[config.mk]
export PLATFORM = sky130hd
export DESIGN_NAME = lpht_ctrl
export DESIGN_NICKNAME = d
export VERILOG_FILES = /design/src/rtl/lpht_pkg.sv /design/src/rtl/lpht_ctrl.sv
export SDC_FILE = /design/constraint.sdc
export NUM_CORES = 1
export LEC_CHECK = 0
export ABC_AREA = 1
export ABC_CLOCK_PERIOD_IN_PS = 2060
export BUFFER_PORTS_ARGS = -buffer_cell sky130_fd_sc_hd__buf_2
export CAP_MARGIN = 20
export CORE_AREA = 2 2 39 41
export CTS_CLUSTER_DIAMETER = 200
export DETAILED_ROUTE_END_ITERATION = 16
export DIE_AREA = 0 0 41 43
export PLACE_DENSITY = 0.56
export SLEW_MARGIN = 40
export SYNTH_ARGS = -nofsm -noshare
export SYNTH_HDL_FRONTEND = slang
export SYNTH_SLANG_ARGS = --single-unit
[constraint.sdc]
create_clock -name clock -period 2.06 [get_ports clock]
set_input_delay 0.309 -clock clock [delete_from_list [all_inputs] [get_ports clock]]
set_output_delay 0.309 -clock clock [all_outputs]
set_load 0.05 [all_outputs]
[src/rtl/lpht_pkg.sv]
// Shared constants, codes and interface types for the linear probe hash join table.
package lpht_pkg;

   // Storage geometry
   localparam int TABLE_DEPTH = 4096;
   localparam int ADDR_W      = $clog2(TABLE_DEPTH);
   // log2 of the largest power of two not above TABLE_DEPTH
   localparam int SLOT_W      = $clog2(TABLE_DEPTH + 1) - 1;

   // Field widths
   localparam int KEY_W       = 32;
   localparam int STORE_KEY_W = 31;
   localparam int WORD_W      = STORE_KEY_W + 1;
   localparam int KIND_W      = 2;
   localparam int STATUS_W    = 3;
   localparam int ENT_W       = 13;
   localparam int CNT_W       = 32;
   localparam int CFG_W       = 4;

   localparam logic [CFG_W-1:0] CFG_RESET = 4'd12;

   // Multiplicative hash; only the low SLOT_W bits of the product are ever used
   localparam logic [31:0]       HASH_MULT = 32'h9E37_79B1;
   localparam logic [SLOT_W-1:0] HASH_LOW  = HASH_MULT[SLOT_W-1:0];

   // Item kinds
   localparam logic [KIND_W-1:0] KIND_INSERT = 2'd0;
   localparam logic [KIND_W-1:0] KIND_PROBE  = 2'd1;
   localparam logic [KIND_W-1:0] KIND_CLEAR  = 2'd2;
   localparam logic [KIND_W-1:0] KIND_NOP    = 2'd3;

   typedef enum logic [STATUS_W-1:0] {
      STAT_INSERTED = 3'd0,
      STAT_DUP      = 3'd1,
      STAT_HIT      = 3'd2,
      STAT_MISS     = 3'd3,
      STAT_REJECTED = 3'd4,
      STAT_FULL     = 3'd5,
      STAT_CLEARED  = 3'd6
   } status_type;

   typedef enum logic [2:0] {
      S_INIT,
      S_IDLE,
      S_LOAD,
      S_CHECK,
      S_CLEAR,
      S_RESP
   } state_type;

   // Controller to datapath
   typedef struct packed {
      logic accept;  // capture request word
      logic load;    // start slot from registered hash
      logic check;   // compare slot read data, advance or finish
      logic sweep;   // write one zero word of the clearing pass
   } dp_cmd_type;

   // Datapath to controller
   typedef struct packed {
      logic key_ok;      // request key is positive
      logic finish;      // probe chain ends at this slot
      logic sweep_done;  // clearing pass is at the last address
   } dp_status_type;

endpackage

[src/rtl/lpht_ctrl.sv]
// Controller: sequences accept, slot walk, clearing pass and response.
module lpht_ctrl (
   input  logic                        clock,
   input  logic                        reset,
   input  logic                        req_valid,
   output logic                        req_ready,
   input  logic [lpht_pkg::KIND_W-1:0] req_kind,
   output logic                        rsp_valid,
   input  logic                        rsp_ready,
   output lpht_pkg::dp_cmd_type        cmd,
   input  lpht_pkg::dp_status_type     stat
);
   import lpht_pkg::*;

   state_type state_ff, state_in;

   always_ff @(posedge clock) begin
      if (reset) begin
         state_ff <= S_INIT;
      end else begin
         state_ff <= state_in;
      end
   end

   always_comb begin
      state_in  = state_ff;
      cmd       = '0;
      req_ready = 1'b0;
      rsp_valid = 1'b0;
      unique case (state_ff)
         S_INIT: begin
            cmd.sweep = 1'b1;
            if (stat.sweep_done) begin
               state_in = S_IDLE;
            end
         end
         S_IDLE: begin
            req_ready = 1'b1;
            if (req_valid) begin
               cmd.accept = 1'b1;
               case (req_kind) inside
                  KIND_INSERT, KIND_PROBE: state_in = stat.key_ok ? S_LOAD : S_RESP;
                  KIND_CLEAR:              state_in = S_CLEAR;
                  default:                 state_in = S_IDLE;
               endcase
            end
         end
         S_LOAD: begin
            cmd.load = 1'b1;
            state_in = S_CHECK;
         end
         S_CHECK: begin
            cmd.check = 1'b1;
            if (stat.finish) begin
               state_in = S_RESP;
            end
         end
         S_CLEAR: begin
            cmd.sweep = 1'b1;
            if (stat.sweep_done) begin
               state_in = S_RESP;
            end
         end
         S_RESP: begin
            rsp_valid = 1'b1;
            if (rsp_ready) begin
               state_in = S_IDLE;
            end
         end
         default: begin
            state_in = S_INIT;
         end
      endcase
   end

endmodule

# Word-level counts from Yosys, hierarchy flattened
# Index checks and enable logic that the tools add are counted.
# classes
addsub,0
mul,0
div,0
n_lt_le_gt_ge,0
eq_ne,12
shifts,0
n_mux,16
n_bitwise,0
n_reduce_logical,5
# ops
operator,count
$mux W3,8
$pmux W3 S6,1
$ne A2 B2 Y1 const B,5
$mux W1,7
$eq A3 B2 Y1 const B,2
$eq A3 B3 Y1 const B,2
$reduce_and A5 Y1,1
$reduce_or A2 Y1,2
$eq A3 B1 Y1 const B,1
$logic_not A3 Y1,1
$eq A2 B1 Y1 const B,1
$eq A2 B2 Y1 const B,1
$logic_not A2 Y1,1
# totals
register_bits,3
latch_bits,0
ram_bits,0
mem_bits_ro,0
input_bits,9
output_inout_bits,6
wordCells,34
mem_count,0

# Depth between registers and ports, before layout
# Gate-level depths: netlist (run 1).
# logic_depth
depth_word,5
ltp_mapped,9
ltp_nobuf,9

# Worst setup path before layout (run 1)
# Ideal clock, no wire load.
# synth_timing
path_type,reg-to-output
startpoint,register state_ff[0]
endpoint,output port cmd[3] (netlist bit)
arrival_ps,1976
required_time_ps,1751
setup_slack_ps,-225
path_stages_with_launch,3
path_buffers,0
path_cell_list,dfxtp_1 > inv_1 > nor4_1
# synth_lines
element,line,text
from (decl),lpht_ctrl.sv:15,"state_type state_ff, state_in;"
from (signal assigned),lpht_ctrl.sv:21,state_ff <= state_in;
to (decl),lpht_ctrl.sv:10,"output lpht_pkg::dp_cmd_type cmd,"

==> results of run 1 <==
final cells by class:
cell class | count | area, µm²
Fill cell | 173 | 973.4
Multi-Input combinational cell | 37 | 188.9
Timing Repair Buffer | 14 | 70.07
Sequential cell | 3 | 60.06
Inverter | 12 | 45.04
Clock buffer | 4 | 26.28
Tap cell | 16 | 20.02
worst max-delay path, delay by kind of cell (launching register included):
family	cells	cell delay, ps
buffers and inverters	2	400
flip-flops	1	490
AND/OR/NAND/NOR	1	210
metrics by stage:
stage	util, %	cell area [µm²]
floorplan	-	299.0
global placement	27.76	384.1
detailed placement	27.76	384.1
CTS	29.66	410.4
global route	29.66	410.4
finish	29.66	410.4
synthesized netlist by cell type (all sizes together):
master  number
nand4        1
dfxtp        3
nor4         1
nor3         3
nand2       17
nor2         9
a21oi        2
inv         12
o21ai        3
buf          1
nand3        1
per-layer routing:
layer / wire length [µm] / track usage, %
met3: 54 / 3.141
met1: 364 / 11.25
met2: 305 / 14.37
met5: 0 / 0
met4: 20 / 10.00
layout by cell type (no fill, tap or decap), types with 2 or more instances in the layout:
cell                        n
sky130_fd_sc_hd__nand2_1   14
sky130_fd_sc_hd__buf_2     14
sky130_fd_sc_hd__a21oi_1    2
sky130_fd_sc_hd__clkbuf_4   3
sky130_fd_sc_hd__nor2_1     5
sky130_fd_sc_hd__nor3_1     2
sky130_fd_sc_hd__o21ai_0    3
sky130_fd_sc_hd__inv_1     11
sky130_fd_sc_hd__nand2_2    3
sky130_fd_sc_hd__dfxtp_1    3
sky130_fd_sc_hd__nor2_2     3
cells by family after synthesis:
kind of cell | share of synthesized area [%]
flip-flops | 20.51
AO/OA/AOI/OAI | 8.546
AND/OR/NAND/NOR | 53.85
buffers and inverters | 17.09
report_power, final:
group	total [W]	switching, W	internal [W]
Sequential	0.000110	0.0000355	0.0000743
Combinational	0.000258	0.000186	0.0000722
Clock	0.000103	0.0000302	0.0000726
worst max-delay path by stage:
stage,startpoint,end,slack [ps],cells past startpoint
after global routing,state_ff[1],cmd[2],290,3
after floorplan,state_ff[1],state_ff[1],90,6
after detailed placement,state_ff[1],cmd[2],630,3
final,state_ff[1],cmd[2],410,3
after global placement,state_ff[1],cmd[2],630,3
after CTS,state_ff[1],cmd[2],380,3
==> results.sh, run 1 <==
export IMPL_fin_total_pwr_w=0.0004705
export IMPL_detail_route_iter0_violations=0
export IMPL_io_pins=15
export IMPL_cts_buffers_inserted=3
export IMPL_setup_viol_count_final=0
export IMPL_maxClockFrequency_mhz=605.3
export IMPL_clk_transition_reported_paths_ps=40
export IMPL_port_buffers=14
export IMPL_timing_hold_ws_ps=341.9
export IMPL_unrepaired_setup_endpoints_after_global_routing="false"
export IMPL_number_of_slew_limit_violations_in_the_final_report=0
export IMPL_post_cts_buffers=0
export IMPL_dp_final_hpwl_um=588.9
export IMPL_grt_pass1_vias=326
export IMPL_powerDensity_mw_per_mm2=1147
export IMPL_slew_headroom_pct=78.59
export IMPL_max_cap_violations=0
export IMPL_critPathCaptureType="output pin"
export IMPL_cts_root_buffer_cell="sky130_fd_sc_hd__clkbuf_4"
export IMPL_number_of_rows_created_at_floorplan=14
export IMPL_max_slew_worst_pin_slew_ps=320.7
export IMPL_maximum_number_of_buffers_from_clock_root_to_sink=2
export IMPL_post_route_worst_setup_slack_ps=407.9
export IMPL_antenna_violating_nets_post_route=0
export IMPL_detailedPlace_worstSlack_ps=632.8
export IMPL_instances_no_fill=86
export IMPL_clk_latency_ps=230
export IMPL_status="complete, no violations"
export IMPL_cts_htree_levels=1
export IMPL_largest_register_ffs=3
export IMPL_post_cts_resize_count=0
export IMPL_critical_path_slowest_cell="sky130_fd_sc_hd__dfxtp_1"
export IMPL_timing_critical_path_slowest_cell_delay_ps=490
export IMPL_placed_cells_incl_taps=82
export IMPL_design_die_area_mm2=0.001763
export IMPL_drt_pass1_iterations=1
export IMPL_worst_path_required_time_ps=1750
export IMPL_hold_path_cell_count=4
export IMPL_arrival_time_of_data_at_the_critical_path_endpoint_ps=1340
export IMPL_max_flop_register="state_ff"
export IMPL_avgSynthCellArea_um2=5.524
export IMPL_post_route_cells_drive_above_1_share_pct=38.57
export IMPL_grt_max_degree=9
export IMPL_critical_path_max_fanout=7
export IMPL_syn_nets=62
export IMPL_top_flop_regs="state_ff (3)"
export IMPL_cp_cell_sequence="inv_2 -> nor3_1 -> buf_2"
export IMPL_antennaDiodeCount=0
export IMPL_tritoncts="built"
export IMPL_netlist_top_cells_area="sky130_fd_sc_hd__dfxtp_1, sky130_fd_sc_hd__nand2_1, sky130_fd_sc_hd__inv_1"
export IMPL_min_period_ps=1652
export IMPL_num_vias=350
export IMPL_worstSetupPathType="reg -> out"
export IMPL_average_via_count_per_standard_cell=4.070
export IMPL_finalWeightedCongestion=0.6802
export IMPL_timing_reg2reg_worst_path_depth=7
export IMPL_finalSetupTns_ps=0
export IMPL_holdBufCountCts=0
export IMPL_seq_area_frac_synth_pct=20.51
export IMPL_post_synthesis_instance_area_um2=292.8
export IMPL_hold_start="reset"
export IMPL_starting_density_of_the_core_pct=21.16
export IMPL_register_to_register_path_setup_slack_ps=850
export IMPL_grt_pass1_wl_mm=1.159
export IMPL_design_core_area_mm2=0.001384
export IMPL_final_setup_skew_ps=3.124
export IMPL_power_leakage_nw=0.2474
export IMPL_gr_usage_all_layers_pct=10.24
export IMPL_floorplan_die_height_um=43
export IMPL_antenna_violations_before_repair=0
export IMPL_netlist_cell_type_count=16
export IMPL_hold_path_class="in -> reg"
export IMPL_wire_per_inst_um=8.651
export IMPL_regToRegStartpoint="state_ff[0]"
export IMPL_synthesis_yosys_warnings=0
export IMPL_cts_sink_count=3
export IMPL_remaining_drc_errors=0
export IMPL_synth_top_cell_area_share_pct=20.51
export IMPL_final_net_count=80
export IMPL_max_vdd_ir_drop_v=0.0003436
export IMPL_timing_rr_end="state_ff[1]"
export IMPL_min_delay_worst_endpoint="state_ff[0]"
export IMPL_synth_ff_latch_count=3
export IMPL_grt_overflow_total=0
export IMPL_die_width_um=41
export IMPL_timing_final_crit_share_pct=80.20
export IMPL_critical_path_startpoint_type="flop"
export IMPL_route_final_wire_length_um=744
export IMPL_synth_area_leader_cell="sky130_fd_sc_hd__dfxtp_1"
export IMPL_synthesized_instance_count=53
export IMPL_layout_overhead_on_the_synthesized_area_pct=40.17
export IMPL_finalHoldViolCount=0
Note: power is estimated with default switching activity, not from simulation.
==> inputs of run 2 (changes only) <==
- ABC_CLOCK_PERIOD_IN_PS: 2060 -> 1700
- clock period: 2.06 -> 1.7 ns (I/O delays scaled with it)
==> results.sh, run 2 (synthesized netlist as in run 1, its figures left out) <==
export IMPL_maximum_number_of_buffers_from_clock_root_to_sink=2
export IMPL_remaining_drc_errors=0
export IMPL_tritoncts="built"
export IMPL_maxClockFrequency_mhz=645.9
export IMPL_antennaDiodeCount=0
export IMPL_grt_overflow_total=0
export IMPL_post_dp_cell_area_um2=394.1
export IMPL_wire_per_inst_um=7.779
export IMPL_design_die_area_mm2=0.001763
export IMPL_timing_final_crit_share_pct=91.07
export IMPL_critical_path_slowest_cell="sky130_fd_sc_hd__dfxtp_1"
export IMPL_number_of_slew_limit_violations_in_the_final_report=0
export IMPL_num_vias=342
export IMPL_detail_route_iter0_violations=0
export IMPL_critical_path_max_fanout=7
export IMPL_instances_no_fill=86
export IMPL_min_period_ps=1548
export IMPL_largest_register_ffs=3
export IMPL_final_setup_skew_ps=0.09054
export IMPL_nFillCells=165
export IMPL_antenna_violating_nets_post_route=0
export IMPL_critical_path_startpoint_type="flop"
export IMPL_final_net_count=80
export IMPL_finalWeightedCongestion=0.7276
export IMPL_max_vdd_ir_drop_v=0.0003682
export IMPL_power_leakage_nw=0.2511
export IMPL_finalSetupTns_ps=0
export IMPL_seqCellArea_um2=60.06
export IMPL_layout_overhead_on_the_synthesized_area_pct=43.59
export IMPL_grt_pass1_vias=302
export IMPL_cp_cell_sequence="inv_2 -> nor3_2 -> buf_2"
export IMPL_design_core_area_mm2=0.001384
export IMPL_timing_critical_path_slowest_cell_delay_ps=510
export IMPL_floorplan_die_height_um=43
export IMPL_antenna_violations_before_repair=0
export IMPL_powerDensity_mw_per_mm2=1359
export IMPL_io_pins=15
export IMPL_post_route_cells_drive_above_1_share_pct=41.43
export IMPL_cts_sink_count=3
export IMPL_path_delay_family="flip-flops"
export IMPL_grt_pass1_wl_mm=1.048
export IMPL_number_of_rows_created_at_floorplan=14
export IMPL_worst_path_required_time_ps=1440
export IMPL_cts_htree_levels=1
export IMPL_average_via_count_per_standard_cell=3.977
export IMPL_route_final_wire_length_um=669
export IMPL_top_flop_regs="state_ff (3)"
export IMPL_clk_transition_reported_paths_ps=40
export IMPL_worstSetupPathType="reg -> out"
export IMPL_multi_input_area_um2=198.9
export IMPL_post_cts_resize_count=0
export IMPL_max_flop_register="state_ff"
export IMPL_status="complete, no violations"
export IMPL_placed_cells_incl_taps=82
export IMPL_starting_density_of_the_core_pct=21.16
export IMPL_dp_final_hpwl_um=551.6
export IMPL_clk_latency_ps=230
export IMPL_drt_pass1_iterations=1
export IMPL_finalHoldViolCount=0
export IMPL_layout_cells_most_common_list="sky130_fd_sc_hd__nand2_1, sky130_fd_sc_hd__buf_2, sky130_fd_sc_hd__inv_1"
export IMPL_post_cts_buffers=0
export IMPL_die_width_um=41
export IMPL_final_cell_area_um2=420.4
export IMPL_fin_total_pwr_w=0.0005715
export IMPL_holdBufCountCts=0
export IMPL_wp_buf_inv=2
export IMPL_unrepaired_setup_endpoints_after_global_routing="false"
export IMPL_hold_path_class="in -> reg"
export IMPL_cts_root_buffer_cell="sky130_fd_sc_hd__clkbuf_4"
export IMPL_setup_viol_count_final=0
export IMPL_max_slew_worst_pin_slew_ps=334.3
export IMPL_cts_buffers_inserted=3
export IMPL_grt_max_degree=9
export IMPL_critPathCaptureType="output pin"
export IMPL_port_buffers=14
export IMPL_arrival_time_of_data_at_the_critical_path_endpoint_ps=1290
export IMPL_slew_headroom_pct=77.68
export IMPL_max_cap_violations=0
export IMPL_gr_usage_all_layers_pct=9.428
## run 2: path summary, 6_finish.rpt
kind	startpoint	end	slack [ps]	cells past startpoint
max reg2reg	state_ff[1]	state_ff[2]	480	7
min reg2reg	state_ff[2]	state_ff[2]	640	2
max	state_ff[1]	cmd[2]	150	3
min	reset	state_ff[0]	290	4
## run 2: worst min-delay path: stages
cell and delay (ps):
sky130_fd_sc_hd__buf_2 70, sky130_fd_sc_hd__inv_1 50, sky130_fd_sc_hd__nand2_1 60, sky130_fd_sc_hd__a21oi_1 30
## run 2: layout make-up
cell class                      count  area share, %
Timing Repair Buffer               14          16.67
Inverter                           12          10.71
Sequential cell                     3          14.29
Tap cell                           16          4.762
Clock buffer                        4          6.250
Multi-Input combinational cell     37          47.32
## run 2: routing by layer
metal  routed length (µm)  global-route usage [%]  part of all wire (%)
met1                  302                   9.615                    45
met3                   56                   3.141                   8.4
met5                    0                       0                     0
met4                    0                   10.00                     0
met2                  310                   13.44                    46
## run 2: where the power goes
group	internal [W]	leakage, nW	switching, W
clock	0.0000879	0.0150	0.0000359
sequential	0.0000901	0.0249	0.0000436
combinational	0.0000892	0.211	0.000225
## run 2: per-stage QoR
stage	hold slack [ps]	setup slack, ps	util, %
detailed placement	531.3	384.9	28.48
floorplan	424.6	10.17	-
finish	290.9	151.8	30.38
CTS	286.8	136.7	30.38
global placement	529.0	392.0	28.48
global route	306.6	53.94	30.38
==> inputs of run 3 (changes only) <==
- CELL_PAD_IN_SITES_DETAIL_PLACEMENT: not set -> 0
- CELL_PAD_IN_SITES_GLOBAL_PLACEMENT: not set -> 1
- PLACE_DENSITY: 0.56 -> 0.75
- TNS_END_PERCENT: not set -> 10
==> results.sh, run 3 (synthesized netlist as in run 1, its figures left out) <==
export IMPL_status="complete, no violations"
export IMPL_critical_path_max_fanout=7
export IMPL_max_vdd_ir_drop_v=0.0003296
export IMPL_largest_register_ffs=3
export IMPL_critical_path_startpoint_type="flop"
export IMPL_cts_htree_levels=1
export IMPL_grt_pass1_vias=307
export IMPL_design_die_area_mm2=0.001763
export IMPL_critPathCaptureType="output pin"
export IMPL_multi_input_area_um2=188.9
export IMPL_wp_buf_inv=2
export IMPL_powerDensity_mw_per_mm2=1393
export IMPL_seq_power_share_pct=22.9
export IMPL_clk_latency_ps=240
export IMPL_critical_path_slowest_cell="sky130_fd_sc_hd__dfxtp_1"
export IMPL_antennaDiodeCount=0
export IMPL_hold_path_class="in -> reg"
export IMPL_detail_route_iter0_violations=2
export IMPL_drt_pass1_iterations=4
export IMPL_maximum_number_of_buffers_from_clock_root_to_sink=2
export IMPL_top_flop_regs="state_ff (3)"
export IMPL_intPower_w=0.0002658
export IMPL_starting_density_of_the_core_pct=21.16
export IMPL_instances_no_fill=86
export IMPL_max_slew_worst_pin_slew_ps=306.1
export IMPL_wire_per_inst_um=8.105
export IMPL_number_of_rows_created_at_floorplan=14
export IMPL_layout_cells_most_common_list="sky130_fd_sc_hd__nand2_1, sky130_fd_sc_hd__buf_2, sky130_fd_sc_hd__inv_1"
export IMPL_clk_transition_reported_paths_ps=40
export IMPL_seqCellArea_um2=60.06
export IMPL_port_buffers=14
export IMPL_post_route_cells_drive_above_1_share_pct=38.57
export IMPL_utilization_pct=29.66
export IMPL_worst_path_required_time_ps=1440
export IMPL_grt_overflow_total=0
export IMPL_unrepaired_setup_endpoints_after_global_routing="false"
export IMPL_antenna_violating_nets_post_route=0
export IMPL_finalWeightedCongestion=0.6855
export IMPL_nFillCells=155
export IMPL_path_delay_family="flip-flops"
export IMPL_min_period_ps=1586
export IMPL_layout_overhead_on_the_synthesized_area_pct=40.17
export IMPL_grt_max_degree=9
export IMPL_antenna_violations_before_repair=0
export IMPL_worstSetupPathType="reg -> out"
export IMPL_comb_power_share_pct=54.7
export IMPL_arrival_time_of_data_at_the_critical_path_endpoint_ps=1330
export IMPL_cp_cell_sequence="inv_2 -> nor3_1 -> buf_2"
export IMPL_max_cap_violations=0
export IMPL_tritoncts="built"
export IMPL_register_to_register_path_setup_slack_ps=460
export IMPL_post_cts_resize_count=0
export IMPL_grt_pass1_wl_mm=1.090
export IMPL_finalSetupTns_ps=0
export IMPL_clock_power_share_pct=22.4
export IMPL_holdBufCountCts=0
export IMPL_dp_final_hpwl_um=558.6
export IMPL_final_setup_skew_ps=2.889
export IMPL_design_core_area_mm2=0.001384
export IMPL_finalHoldViolCount=0
export IMPL_placed_cells_incl_taps=82
export IMPL_power_switching_fraction_pct=53.49
export IMPL_setup_viol_count_final=0
export IMPL_cts_buffers_inserted=3
export IMPL_power_leakage_nw=0.2474
export IMPL_final_net_count=80
export IMPL_fin_total_pwr_w=0.0005715
export IMPL_maxClockFrequency_mhz=630.7
export IMPL_route_final_wire_length_um=697
export IMPL_timing_final_crit_share_pct=93.27
export IMPL_number_of_slew_limit_violations_in_the_final_report=0
export IMPL_average_via_count_per_standard_cell=4.023
export IMPL_slew_headroom_pct=79.57
export IMPL_remaining_drc_errors=0
export IMPL_num_vias=346
export IMPL_floorplan_die_height_um=43
export IMPL_timing_hold_ws_ps=284.5
export IMPL_cts_root_buffer_cell="sky130_fd_sc_hd__clkbuf_4"
export IMPL_die_width_um=41
export IMPL_gr_usage_all_layers_pct=10.14
export IMPL_power_net_switching_w=0.0003057
export IMPL_max_flop_register="state_ff"
export IMPL_post_cts_buffers=0
export IMPL_timing_critical_path_slowest_cell_delay_ps=490
export IMPL_io_pins=15
export IMPL_cts_sink_count=3
-- run 3: cell types whose count changed in the layout (fill, tap and decap cells not counted) --
cell	delta
sky130_fd_sc_hd__nor3_2	-2
sky130_fd_sc_hd__nor3_1	+2
-- run 3: stage by stage --
stage | area [µm²] | setup slack, ps
CTS | 410.4 | 94.16
global route | 410.4 | 19.44
floorplan | 299.0 | -272.5
global placement | 384.1 | 331.4
finish | 410.4 | 114.4
detailed placement | 384.1 | 348.0
-- run 3: final timing paths --
path | from | endpoint | depth (start not counted)
max | state_ff[1] | cmd[2] | 3
min | reset | state_ff[0] | 4
max reg2reg | state_ff[2] | state_ff[2] | 7
min reg2reg | state_ff[2] | state_ff[2] | 2
-- run 3: cell type report --
cell class,count,share of cell area (%)
inverters,12,10.98
repair buffers,14,17.07
well taps,16,4.878
flip-flops and latches,3,14.63
multi-input cells,37,46.04
clock buffers,4,6.402
-- run 3: power by group through the flow --
stage	clock network, W	registers (W)	logic (W)
finish	0.000128	0.000131	0.000313
global route	0.000133	0.000135	0.000346
CTS	0.000131	0.000131	0.000316
detailed placement	0	0.000132	0.000314
global placement	0	0.000131	0.000315
floorplan	0	0.000110	0.000276
-- run 3: worst min-delay path: cells and delay by family --
kind | cells | cell delay, ps
buffers and inverters | 2 | 120
and+or+nand+nor | 1 | 60
AOI/OAI and AO/OA | 1 | 30
-- run 3: per-layer routing --
| layer | routed length [µm] | part of all wire (%) | GRT usage [%] |
|---|---|---|---|
| met3 | 58 | 8.3 | 3.141 |
| met1 | 322 | 46 | 9.968 |
| met4 | 35 | 5.0 | 14.00 |
| met5 | 0 | 0 | 0 |
| met2 | 281 | 40 | 13.44 |
